### config.mk
export PLATFORM = sky130hd
export DESIGN_NAME = att_ram
export DESIGN_NICKNAME = d
export VERILOG_FILES = /design/src/rtl/core/att_ram.sv
export SDC_FILE = /design/constraint.sdc
export NUM_CORES = 1
export LEC_CHECK = 0
export ABC_AREA = 1
export BUFFER_PORTS_ARGS = -buffer_cell sky130_fd_sc_hd__buf_2
export CAP_MARGIN = 20
export CORE_ASPECT_RATIO = 1.4
export CORE_MARGIN = 5
export CORE_UTILIZATION = 55
export CTS_CLUSTER_SIZE = 28
export DETAILED_ROUTE_END_ITERATION = 8
export PLACE_DENSITY = 0.75
export SYNTH_ARGS = -nofsm -noshare
export SYNTH_HDL_FRONTEND = slang
export SYNTH_SLANG_ARGS = --single-unit
### constraint.sdc
create_clock -name clk_i -period 1.4 [get_ports clk_i]
set_input_delay 0.42 -clock clk_i [delete_from_list [all_inputs] [get_ports clk_i]]
set_output_delay 0.42 -clock clk_i [all_outputs]
set_load 0.01 [all_outputs]
### src/rtl/core/att_ram.sv
`timescale 1ns / 1ps
// ----------------------------------------------------------------------------
// att_ram
// Simple dual-port RAM, one write and one registered read per cycle.
// ----------------------------------------------------------------------------
module att_ram #(
  parameter int unsigned WIDTH = 8,
  parameter int unsigned DEPTH = 16
) (
  input  logic                     clk_i,
  input  logic                     we_i,
  input  logic [$clog2(DEPTH)-1:0] waddr_i,
  input  logic [WIDTH-1:0]         wdata_i,
  input  logic                     re_i,
  input  logic [$clog2(DEPTH)-1:0] raddr_i,
  output logic [WIDTH-1:0]         rdata_o
);

  logic [WIDTH-1:0] mem_q [DEPTH];
  logic [WIDTH-1:0] rdata_q;

  always_ff @(posedge clk_i) begin
    if (we_i) begin
      mem_q[waddr_i] <= wdata_i;
    end
    // hold read data until the next read
    if (re_i) begin
      rdata_q <= mem_q[raddr_i];
    end
  end

  assign rdata_o = rdata_q;

endmodule

; ---- Yosys cells after proc, flatten, opt, wreduce, memory -nomap -nowiden
; Memories as Yosys holds them, arrays and structs flattened. A register that Yosys moved wholly into a read port is not among the register bits.
; Index checks and enable logic that the tools add are counted.
[totals]
ramBits = 128
n_memories = 1
latch_bits = 0
rom_bits = 0
reg_bits = 0
[op_classes]
addsub = 0
magnitude_cmp = 0
n_shift = 0
n_bitwise = 0
div_mod_pow = 0
muxes = 2
eq_ne = 0
mul = 0
reduce_logical = 0
[memory_table]
columns = name, words, width, rd, rd_clocked_by_memory_dff, write_ports, line
row1 = mem_q, 16, 8, 1, 1, 1, 19  ; logic [WIDTH-1:0] mem_q [DEPTH];
[ops]
columns = cell, count
row1 = $mux 1, 2

; ---- Logic depth before layout (Yosys ltp)
; Gate-level depths: netlist of the first run.
[logic_depth]
word_depth = 2
ltp_mapped = 8
depth_no_buf = 7

; ---- Worst setup path before layout of the first run
; Ideal clock, no wire load.
[synth_timing]
kind = in2reg
startpoint = in waddr_i[3]
endpoint = mem mem_q[4][0], enable pin
slack_ns = 0.029
path_stages = 2
t_arrival_ns = 1.001
setup_ns = 0.370
path_buffers = 0
path_cell_list = nand3b_1 nor2_1
[synth_rtl]
columns = element, line
row1 = start: declaration, 12  ; input logic [$clog2(DEPTH)-1:0] waddr_i,
row2 = end: declaration, 19
; No word-level cell before the write port.

; ---- Worst setup path in the final report of the first run
[layout_timing]
startpoint = reg rdata_q[6] (netlist: rdata_o[6]) (read register of mem_q)
endpoint = out rdata_o[6]
[layout_rtl]
columns = element, line
row1 = start: declaration, 20  ; logic [WIDTH-1:0] rdata_q;
row2 = end: declaration, 16  ; output logic [WIDTH-1:0] rdata_o
; No word-level cell between the ends.

==> results of run 1 <==
per-layer routing:
metal	vias up	part of all wire, %	track usage (%)
met2	174	52	36.64
li1	1887	-	-
met4	0	3.3	10.07
met5	-	0	0
met3	31	6.7	4.764
met1	1865	38	25.91
how the worst max path moves through the flow:
stage | from | to | depth (start not counted)
final | rdata_o[6]$_DFFE_PP_ | rdata_o[6] | 1
after detailed placement | raddr_i[0] | rdata_o[3]$_DFFE_PP_ | 8
after global routing | rdata_o[2]$_DFFE_PP_ | rdata_o[2] | 1
after CTS | rdata_o[6]$_DFFE_PP_ | rdata_o[6] | 1
after floorplan | waddr_i[3] | mem_q[4][0]$_DFFE_PP_ | 2
after global placement | raddr_i[0] | rdata_o[3]$_DFFE_PP_ | 8
registers in the layout, indices dropped and copies added (netlist names):
register	flops
mem_q	128
rdata_o	8
power by group:
group	total (W)	internal (W)	switching [W]
Clock	0.00437	0.00277	0.00160
Sequential	0.00461	0.00459	0.0000232
Combinational	0.000605	0.000202	0.000404
logic make-up (layout without fill, tap and decap cells):
kind of cell	Yosys count	after routing
and+or+nand+nor	289	289
DFF	136	136
buffers and inverters	126	192
cell usage after synthesis:
master,instances
nand3_1,97
inv_1,100
buf_1,1
buf_2,13
buf_4,4
inv_2,2
buf_6,6
nor2_1,17
edfxtp_1,136
nand2_1,173
nand3b_1,2
stage by stage:
stage | worst slack, ns | utilization (%)
3_3_place_gp | -0.2086 | 60.65
3_5_place_dp | -0.2274 | 60.65
6_report | 0.03887 | 66.28
4_1_cts | 0.01159 | 66.28
2_1_floorplan | 0.02916 | -
5_1_grt | 0.003798 | 66.28
cell type report:
type                       instances  area, um^2  area share [%]
tap                              138       172.7           2.504
clock inverter                    14       156.4           2.268
multi-input combinational        289        1214           17.60
inverter                         102       382.9           5.552
sequential                       136        4084           59.22
clock buffer                      18       429.2           6.223
timing repair buffer              58       457.9           6.640
==> impl_metrics.tcl, run 1 <==
set metrics [dict create \
    cts_resized 0 \
    worstMarginPinSlew_ns 0.4009 \
    ant_nets 0 \
    dp_hpwl_mm 8.388 \
    synth.distinct_cells 11 \
    cp_cell_sequence "buf_2" \
    first_iter_violations 415 \
    outcome "finished, final reports clean" \
    max_clock_freq_ghz 0.7347 \
    h-tree-depth 4 \
    critPathKind "flop to output pin" \
    timing.rr.end "rdata_o[3]$_DFFE_PP_" \
    drc_errors 0 \
    diodes 0 \
    end_kind "output pin" \
    synth_area_um2 5847 \
    grt_remaining_overflow 0 \
    min_to "rdata_o[0]$_DFFE_PP_" \
    cts_tree "built" \
    row_count 44 \
    crit_family "flip-flops" \
    ir_drop_mv 0.9884 \
    synth_top_area_share_pct 69.85 \
    setup_viol 0 \
    clock_path_buffers 2 \
    die_h_um 132.0 \
    synthMuxAreaShare_pct 0 \
    grtUsageTotal_pct 21.49 \
    synth_top_family_by_area "simple AND/OR/NAND/NOR gates" \
    holdPathStages 1 \
    synthAdderAreaFrac_pct 0 \
    start_util_pct 56.19 \
    synth_fp_nets 570 \
    setup_tns_ns 0 \
    rsz0062_at_grt "false" \
    hold_viol_final 0 \
    io_pins 27 \
    p_total_w 0.009585 \
    min-delay-start "re_i" \
    syn_inst 551 \
    grt_start_max_net_pins 41 \
    crit_buf_inv 1 \
    drv_slew 0 \
    critPathLaunchType "flop" \
    core_um2 10410 \
    gp_congestion 0.9170 \
    r2r_setup_slack_ns 0.22 \
    dp_cells 723 \
    synth_compound_area_share_pct 0 \
    post-cts-setup-buffers 0 \
    areaGrowthSynthToFinish_pct 17.95 \
    placement.cell_area_um2 6311 \
    most-common-layout-cells "nand2_1, edfxtp_1, inv_1" \
    synth-seq-cells 136 \
    numCtsBuffers 17 \
    skew_ns 0.005624 \
    reg2reg_from "mem_q[4][3]$_DFFE_PP_" \
    drive_gt1_share_pct 14.26 \
    clkTransAtPathRegs_ns 0.06 \
    grt_pass1_vias 4072 \
    maxCapViolations 0 \
    wl_per_cell_um 17.06 \
    crit_fanout 1 \
    hold_path.class "input pin to flop" \
    dieArea_um2 12820 \
    fillers 768 \
    routed_wl_mm 12.88 \
    r2r_cells 6 \
    fin_crit_ns 1.361 \
    synth_xor_xnor_area_share_pct 0 \
    yosys.area_share.simple_pct 20.76 \
    grt_pass1_wl_mm 20.80 \
    critical_path.max_stage_delay_ns 0.37 \
    whs_ns 0.3587 \
    slew_headroom_pct 73.27 \
    netlist.top_cell.by_area "edfxtp_1" \
    dr.pass1.iters 5 \
    yosysSeqAreaShare_pct 69.85 \
    p_leak_nw 3.004 \
    crit_slowest_cell "edfxtp_1" \
    fin_crit_sh_pct 97.22 \
    syn_area_per_cell_um2 10.61 \
    vias 3957 \
    final_cells 755 \
    nets 623 \
    fp.dieW_um 97.14 \
    cts_num_sinks 136 \
    antenna_found_initial 0 \
    power_density_nw_per_um2 1390 \
    io_buffers 26 \
    root_buffer "clkbuf_16" \
    yosysWarnings 0 \
    post-route-cell-area_um2 6897 \
    clk-insertion-delay-late_ns 0.41 \
    hold_buffers 0 \
    vias_per_cell 5.241 \
    arrival_ns 0.94 \
    required_ns 0.98 \
    synthTopCellsByArea "edfxtp_1, nand2_1, nand3_1, inv_1, buf_6" \
    layout_commonest_cell "nand2_1" \
]
No activity file was read; power rests on OpenSTA's default activity.
==> run 2: changes to the inputs <==
==> config.mk (replaced) <==
export PLATFORM = sky130hd
export DESIGN_NAME = att_ram
export DESIGN_NICKNAME = d
export VERILOG_FILES = /design/src/rtl/core/att_ram.sv
export SDC_FILE = /design/constraint.sdc
export NUM_CORES = 1
export LEC_CHECK = 0
export BUFFER_PORTS_ARGS = -buffer_cell sky130_fd_sc_hd__buf_2
export CAP_MARGIN = 20
export CORE_ASPECT_RATIO = 1.4
export CORE_MARGIN = 5
export CORE_UTILIZATION = 54
export CTS_CLUSTER_SIZE = 28
export DETAILED_ROUTE_END_ITERATION = 8
export PLACE_DENSITY = 0.74
export SYNTH_ARGS = -nofsm -noshare
export SYNTH_HDL_FRONTEND = slang
export SYNTH_SLANG_ARGS = --single-unit
==> impl_metrics.tcl, run 2 <==
set metrics [dict create \
    start_util_pct 55.26 \
    die_h_um 126.4 \
    fin_crit_ns 1.440 \
    setup_viol 6 \
    required_ns 1.55 \
    nets 320 \
    synthFlopType "edfxtp_1" \
    clkTransAtPathRegs_ns 0.06 \
    synthTopCellsByArea "edfxtp_1, mux4_2, mux4_1, a22oi_1, nor2_1" \
    crit_fanout 1 \
    cts_tree "built" \
    grt_pass1_wl_mm 16.29 \
    crit_buf_inv 0 \
    r2r_setup_slack_ns -0.04 \
    io_buffers 26 \
    largest_reg_flops 128 \
    max_clock_freq_ghz 0.6944 \
    critPathKind "flop to flop" \
    power_switching_share_pct 18.30 \
    drive_gt1_share_pct 45.22 \
    cts_num_sinks 136 \
    r2r_cells 3 \
    hold_viol_final 0 \
    internal_power_w 0.008356 \
    first_iter_violations 200 \
    root_buffer "clkbuf_16" \
    grt_pass1_vias 2714 \
    async_flop_share_pct 0 \
    power_density_nw_per_um2 1563 \
    hold_buffers 0 \
    fin_crit_sh_pct 102.9 \
    syn_area_per_cell_um2 22.83 \
    core_um2 9459 \
    antenna_found_initial 0 \
    synth_area_um2 5228 \
    combPwrFrac_pct 5.3 \
    fp.dieW_um 93.16 \
    gp_congestion 0.7764 \
    clock_path_buffers 2 \
    h-tree-depth 4 \
    yosys.area_share.simple_pct 3.135 \
    dieArea_um2 11780 \
    clk-insertion-delay-late_ns 0.40 \
    synth_most_common_cell "edfxtp_1" \
    rsz0062_at_grt "true" \
    setup_ws_ns -0.03999 \
    vias 2548 \
    p_switching_w 0.001872 \
    dp_slack_ns -0.5283 \
    worstMarginPinSlew_ns 0.9726 \
    syn_inst 229 \
    crit_path_end "rdata_o[0]$_DFFE_PP_" \
    synth_edf_count 136 \
    layout_commonest_cell "edfxtp_1" \
    cp_cell_sequence "mux4_2 -> a22oi_2 -> nand2_1" \
    placement.cell_area_um2 5727 \
    ir_drop_mv 1.013 \
    crit_family "multiplexers" \
    maxCapViolations 0 \
    skew_ns 0.004155 \
    critical_path.max_stage_delay_ns 0.52 \
    netlist_top_cells_count "edfxtp_1, mux4_2, a22oi_1" \
    path_depth 3 \
    grt_remaining_overflow 0 \
    areaGrowthSynthToFinish_pct 25.20 \
    diodes 0 \
    yosysSeqAreaShare_pct 78.12 \
    setup_tns_ns -0.1198 \
    row_count 42 \
    synth_xor_xnor_area_share_pct 0 \
    crit_slowest_cell "mux4_2" \
    hold_path.class "input pin to flop" \
    violations "negative setup slack" \
    synth_compound_area_share_pct 2.298 \
    grtUsageTotal_pct 19.79 \
    drv_slew 0 \
    fillers 569 \
    dp_hpwl_mm 6.587 \
    io_pins 27 \
    most-common-layout-cells "edfxtp_1, mux4_2, buf_4" \
    grt_start_max_net_pins 17 \
    yosysWarnings 0 \
    synth_top_area_share_pct 78.12 \
    reg2reg_from "mem_q[3][0]$_DFFE_PP_" \
    synthMuxAreaShare_pct 14.79 \
    synth_top_family_by_area "multiplexers" \
    slew_headroom_pct 34.92 \
    end_kind "flop" \
    drc_errors 0 \
    arrival_ns 1.59 \
    numCtsBuffers 17 \
    multi_input_area_um2 1106 \
    synth-seq-cells 136 \
    dr.pass1.iters 5 \
    vias_per_cell 6.009 \
    post-route-cell-area_um2 6545 \
    routed_wl_mm 10.54 \
    synthAdderAreaFrac_pct 0 \
    timing.rr.end "rdata_o[0]$_DFFE_PP_" \
    p_leak_nw 2.220 \
    largest-register "mem_q" \
    clkPwrFrac_pct 49.6 \
    startpoint "mem_q[3][0]$_DFFE_PP_" \
    outcome "finished with violations" \
    synth_fp_nets 248 \
    netlist.top_cell.by_area "edfxtp_1" \
    p_seq_share_pct 45.1 \
    critPathLaunchType "flop" \
    ant_nets 0 \
    wl_per_cell_um 24.87 \
    regArea_um2 4084 \
    synth.distinct_cells 18 \
]
-- run 2: cell types whose count changed in the layout (fill, tap and decap cells not counted), moves of 7 or more --
cell / before / now
nand2_1: 173 / 9
inv_1: 100 / 0
nand3_1: 97 / 1
mux4_2: 0 / 32
a22oi_2: 0 / 10
nor2_1: 17 / 10
-- run 2: metal layers --
layer  global-route usage, %  vias to the layer above  routed length, um
met2                   32.50                      121               5636
met5                       0                        -                  0
met3                   6.339                        9                828
met4                   6.126                        0                122
li1                        -                     1117                  -
met1                   25.33                     1301               3956
-- run 2: what timing repair did --
action                                  CTS  global route
endpoints found under the setup margin   10            11
resized for setup                        13             7
gates cloned                              1             0
endpoints found under the hold margin     0             0
pin swaps                                 6             4
buffers inserted                          4             0
-- run 2: logic make-up (layout without fill, tap and decap cells) --
family | count (synthesis) | count (layout)
and+or+nand+nor | 35 | 35
muxes | 32 | 32
AOI/OAI and AO/OA | 16 | 16
DFF | 136 | 136
buffers and inverters | 10 | 95
-- run 2: metrics by stage --
stage	cells	hold slack (ns)	utilization, %	power, W
3_5_place_dp	387	0.7324	60.54	0.005187
4_1_cts	424	0.3778	68.84	0.01027
5_1_grt	424	0.3821	69.19	0.01054
6_report	424	0.3904	69.19	0.01023
2_1_floorplan	229	0.5189	-	0.004960
3_3_place_gp	387	0.7258	60.54	0.005171
-- run 2: worst min-delay path by stage --
| stage | start | endpoint | slack, ns | depth (start not counted) |
|---|---|---|---|---|
| after floorplan | wdata_i[0] | mem_q[0][0]$_DFFE_PP_ | 0.52 | 0 |
| after global placement | mem_q[12][6]$_DFFE_PP_ | rdata_o[6]$_DFFE_PP_ | 0.73 | 3 |
| after CTS | wdata_i[2] | mem_q[6][2]$_DFFE_PP_ | 0.38 | 1 |
| after detailed placement | mem_q[12][6]$_DFFE_PP_ | rdata_o[6]$_DFFE_PP_ | 0.73 | 3 |
| final | wdata_i[2] | mem_q[5][2]$_DFFE_PP_ | 0.39 | 1 |
| after global routing | re_i | rdata_o[1]$_DFFE_PP_ | 0.38 | 1 |
-- run 2: worst register-to-register path: stages (launching register included) --
cell and delay [ns]:
edfxtp_1 0.37, mux4_2 0.52, a22oi_2 0.21, nand2_1 0.09
-- run 2: final cells by class --
| class | count | area share, % |
|---|---|---|
| flip-flops and latches | 136 | 62.40 |
| well taps | 110 | 2.103 |
| clock buffers | 19 | 6.614 |
| clock inverters | 13 | 3.823 |
| multi-input cells | 83 | 16.90 |
| repair buffers | 63 | 8.163 |
-- run 2: power groups by stage --
stage	Combinational [W]	Clock, W	Sequential, W
2_1_floorplan	0.000260	0	0.00470
4_1_cts	0.000536	0.00511	0.00462
3_5_place_dp	0.000488	0	0.00470
6_report	0.000544	0.00507	0.00462
5_1_grt	0.000586	0.00533	0.00462
3_3_place_gp	0.000477	0	0.00469
==> run 3: changes to the inputs <==
--- a/config.mk
+++ b/config.mk
@@ -5,7 +5,7 @@
 export SDC_FILE = /design/constraint.sdc
 export NUM_CORES = 1
 export LEC_CHECK = 0
-export BUFFER_PORTS_ARGS = -buffer_cell sky130_fd_sc_hd__buf_2
+export BUFFER_PORTS_ARGS = -buffer_cell sky130_fd_sc_hd__clkbuf_2
 export CAP_MARGIN = 20
 export CORE_ASPECT_RATIO = 1.4
 export CORE_MARGIN = 5
==> impl_metrics.tcl, run 3 (synthesized netlist as in run 2, its figures left out) <==
set metrics [dict create \
    layout_commonest_cell "edfxtp_1" \
    grt_pass1_wl_mm 15.95 \
    critPathLaunchType "flop" \
    setup_viol 3 \
    p_switching_w 0.001795 \
    p_seq_share_pct 50.3 \
    power_density_nw_per_um2 1441 \
    vias 2496 \
    end_kind "flop" \
    min_to "rdata_o[2]$_DFFE_PP_" \
    drc_errors 0 \
    grtUsageTotal_pct 19.37 \
    fin_util_pct 67.45 \
    gp_congestion 0.8559 \
    wl_per_cell_um 24.29 \
    areaGrowthSynthToFinish_pct 22.04 \
    grt_start_max_net_pins 17 \
    post-route-cell-area_um2 6380 \
    dieArea_um2 11780 \
    whs_ns 0.4294 \
    hold_viol_final 0 \
    vias_per_cell 5.929 \
    clkTransAtPathRegs_ns 0.05 \
    drv_slew 0 \
    min-delay-start "re_i" \
    antenna_found_initial 0 \
    row_count 42 \
    core_um2 9459 \
    reg2reg_from "mem_q[7][2]$_DFFE_PP_" \
    worstMarginPinSlew_ns 0.9252 \
    numCtsBuffers 17 \
    r2r_setup_slack_ns -0.007 \
    setup_tns_ns -0.01089 \
    post-cts-setup-buffers 0 \
    p_leak_nw 2.151 \
    timing.rr.end "rdata_o[2]$_DFFE_PP_" \
    dp_slack_ns -0.5581 \
    clock_path_buffers 2 \
    cts_num_sinks 136 \
    first_iter_violations 219 \
    start_util_pct 55.26 \
    diodes 0 \
    routed_wl_mm 10.23 \
    die_h_um 126.4 \
    most-common-layout-cells "edfxtp_1, mux4_2, buf_4" \
    setup_ws_ns -0.007020 \
    hold_buffers 0 \
    required_ns 1.55 \
    root_buffer "clkbuf_16" \
    violations "negative setup slack" \
    nets 317 \
    grt_pass1_vias 2681 \
    power_switching_share_pct 19.52 \
    maxCapViolations 0 \
    ant_nets 0 \
    max_clock_freq_ghz 0.7107 \
    critPathKind "flop to flop" \
    hold_path.class "input pin to flop" \
    ir_drop_mv 0.9006 \
    r2r_cells 3 \
    largest_reg_flops 128 \
    clkPwrFrac_pct 44.0 \
    dr.pass1.iters 4 \
    fin_crit_sh_pct 100.5 \
    io_pins 27 \
    skew_ns 0.004639 \
    drive_gt1_share_pct 42.77 \
    holdPathStages 1 \
    slew_headroom_pct 38.09 \
    placement.cell_area_um2 5714 \
    clk-insertion-delay-late_ns 0.40 \
    internal_power_w 0.007400 \
    grt_remaining_overflow 0 \
    rsz0062_at_grt "true" \
    combPwrFrac_pct 5.7 \
    outcome "finished with violations" \
    h-tree-depth 4 \
    dp_hpwl_mm 6.529 \
    fp.dieW_um 93.16 \
    arrival_ns 1.56 \
    cts_tree "built" \
    io_buffers 26 \
    crit_fanout 1 \
    largest-register "mem_q" \
    fin_crit_ns 1.407 \
]
[run 3: cell count changes in the layout (fill, tap and decap cells not counted)]
cell / delta
clkbuf_2: +25
clkinv_4: -1
buf_6: -1
clkinvlp_4: -1
clkinv_1: +6
buf_4: -1
clkbuf_16: +1
buf_12: -3
buf_2: -25
bufinv_16: -5
clkinv_2: +1
buf_16: +1
[run 3: worst max-delay path, stage by stage (launching register included)]
cell	delay [ns]
edfxtp_1	0.38
mux4_2	0.52
a22oi_2	0.16
nand2_1	0.10
[run 3: area by class of cell]
type,count,area [um^2]
Sequential cell,136,4084
Multi-Input combinational cell,83,1106
Clock buffer,19,432.9
Timing Repair Buffer,60,508.0
Fill cell,604,3079
Clock inverter,13,111.4
Tap cell,110,137.6
[run 3: worst max path at each step]
stage                                from              endpoint  slack [ns]  cells after the start
detailed placement             raddr_i[0]  rdata_o[7]$_DFFE_PP_       -0.56                      5
finish              mem_q[7][2]$_DFFE_PP_  rdata_o[2]$_DFFE_PP_      -0.007                      3
floorplan                      raddr_i[0]  rdata_o[1]$_DFFE_PP_       -0.22                      5
CTS                  rdata_o[4]$_DFFE_PP_            rdata_o[4]       -0.02                      1
global placement               raddr_i[0]  rdata_o[7]$_DFFE_PP_       -0.55                      5
global route        mem_q[7][2]$_DFFE_PP_  rdata_o[2]$_DFFE_PP_       -0.06                      3
[run 3: metrics by stage]
stage	power, W	instances
global placement	0.005165	387
global route	0.009492	421
floorplan	0.004960	229
CTS	0.009226	421
finish	0.009195	421
detailed placement	0.005181	387
[run 3: layer usage]
layer / global-route usage [%] / wire length, um
met5: 0 / 0
met4: 6.126 / 158
met2: 31.48 / 5443
met3: 5.687 / 593
met1: 25.43 / 4033
[run 3: power by group through the flow]
stage | clock, W | sequential [W] | combinational [W]
after floorplan | 0 | 0.00470 | 0.000260
final | 0.00405 | 0.00462 | 0.000525
after global routing | 0.00430 | 0.00462 | 0.000568
after global placement | 0 | 0.00470 | 0.000469
after CTS | 0.00407 | 0.00462 | 0.000531
after detailed placement | 0 | 0.00470 | 0.000479
[run 3: repair_timing]
item,in CTS,in global routing
cloned,2,0
pin swaps,3,2
endpoints found under the setup margin,11,12
resized for setup,14,2
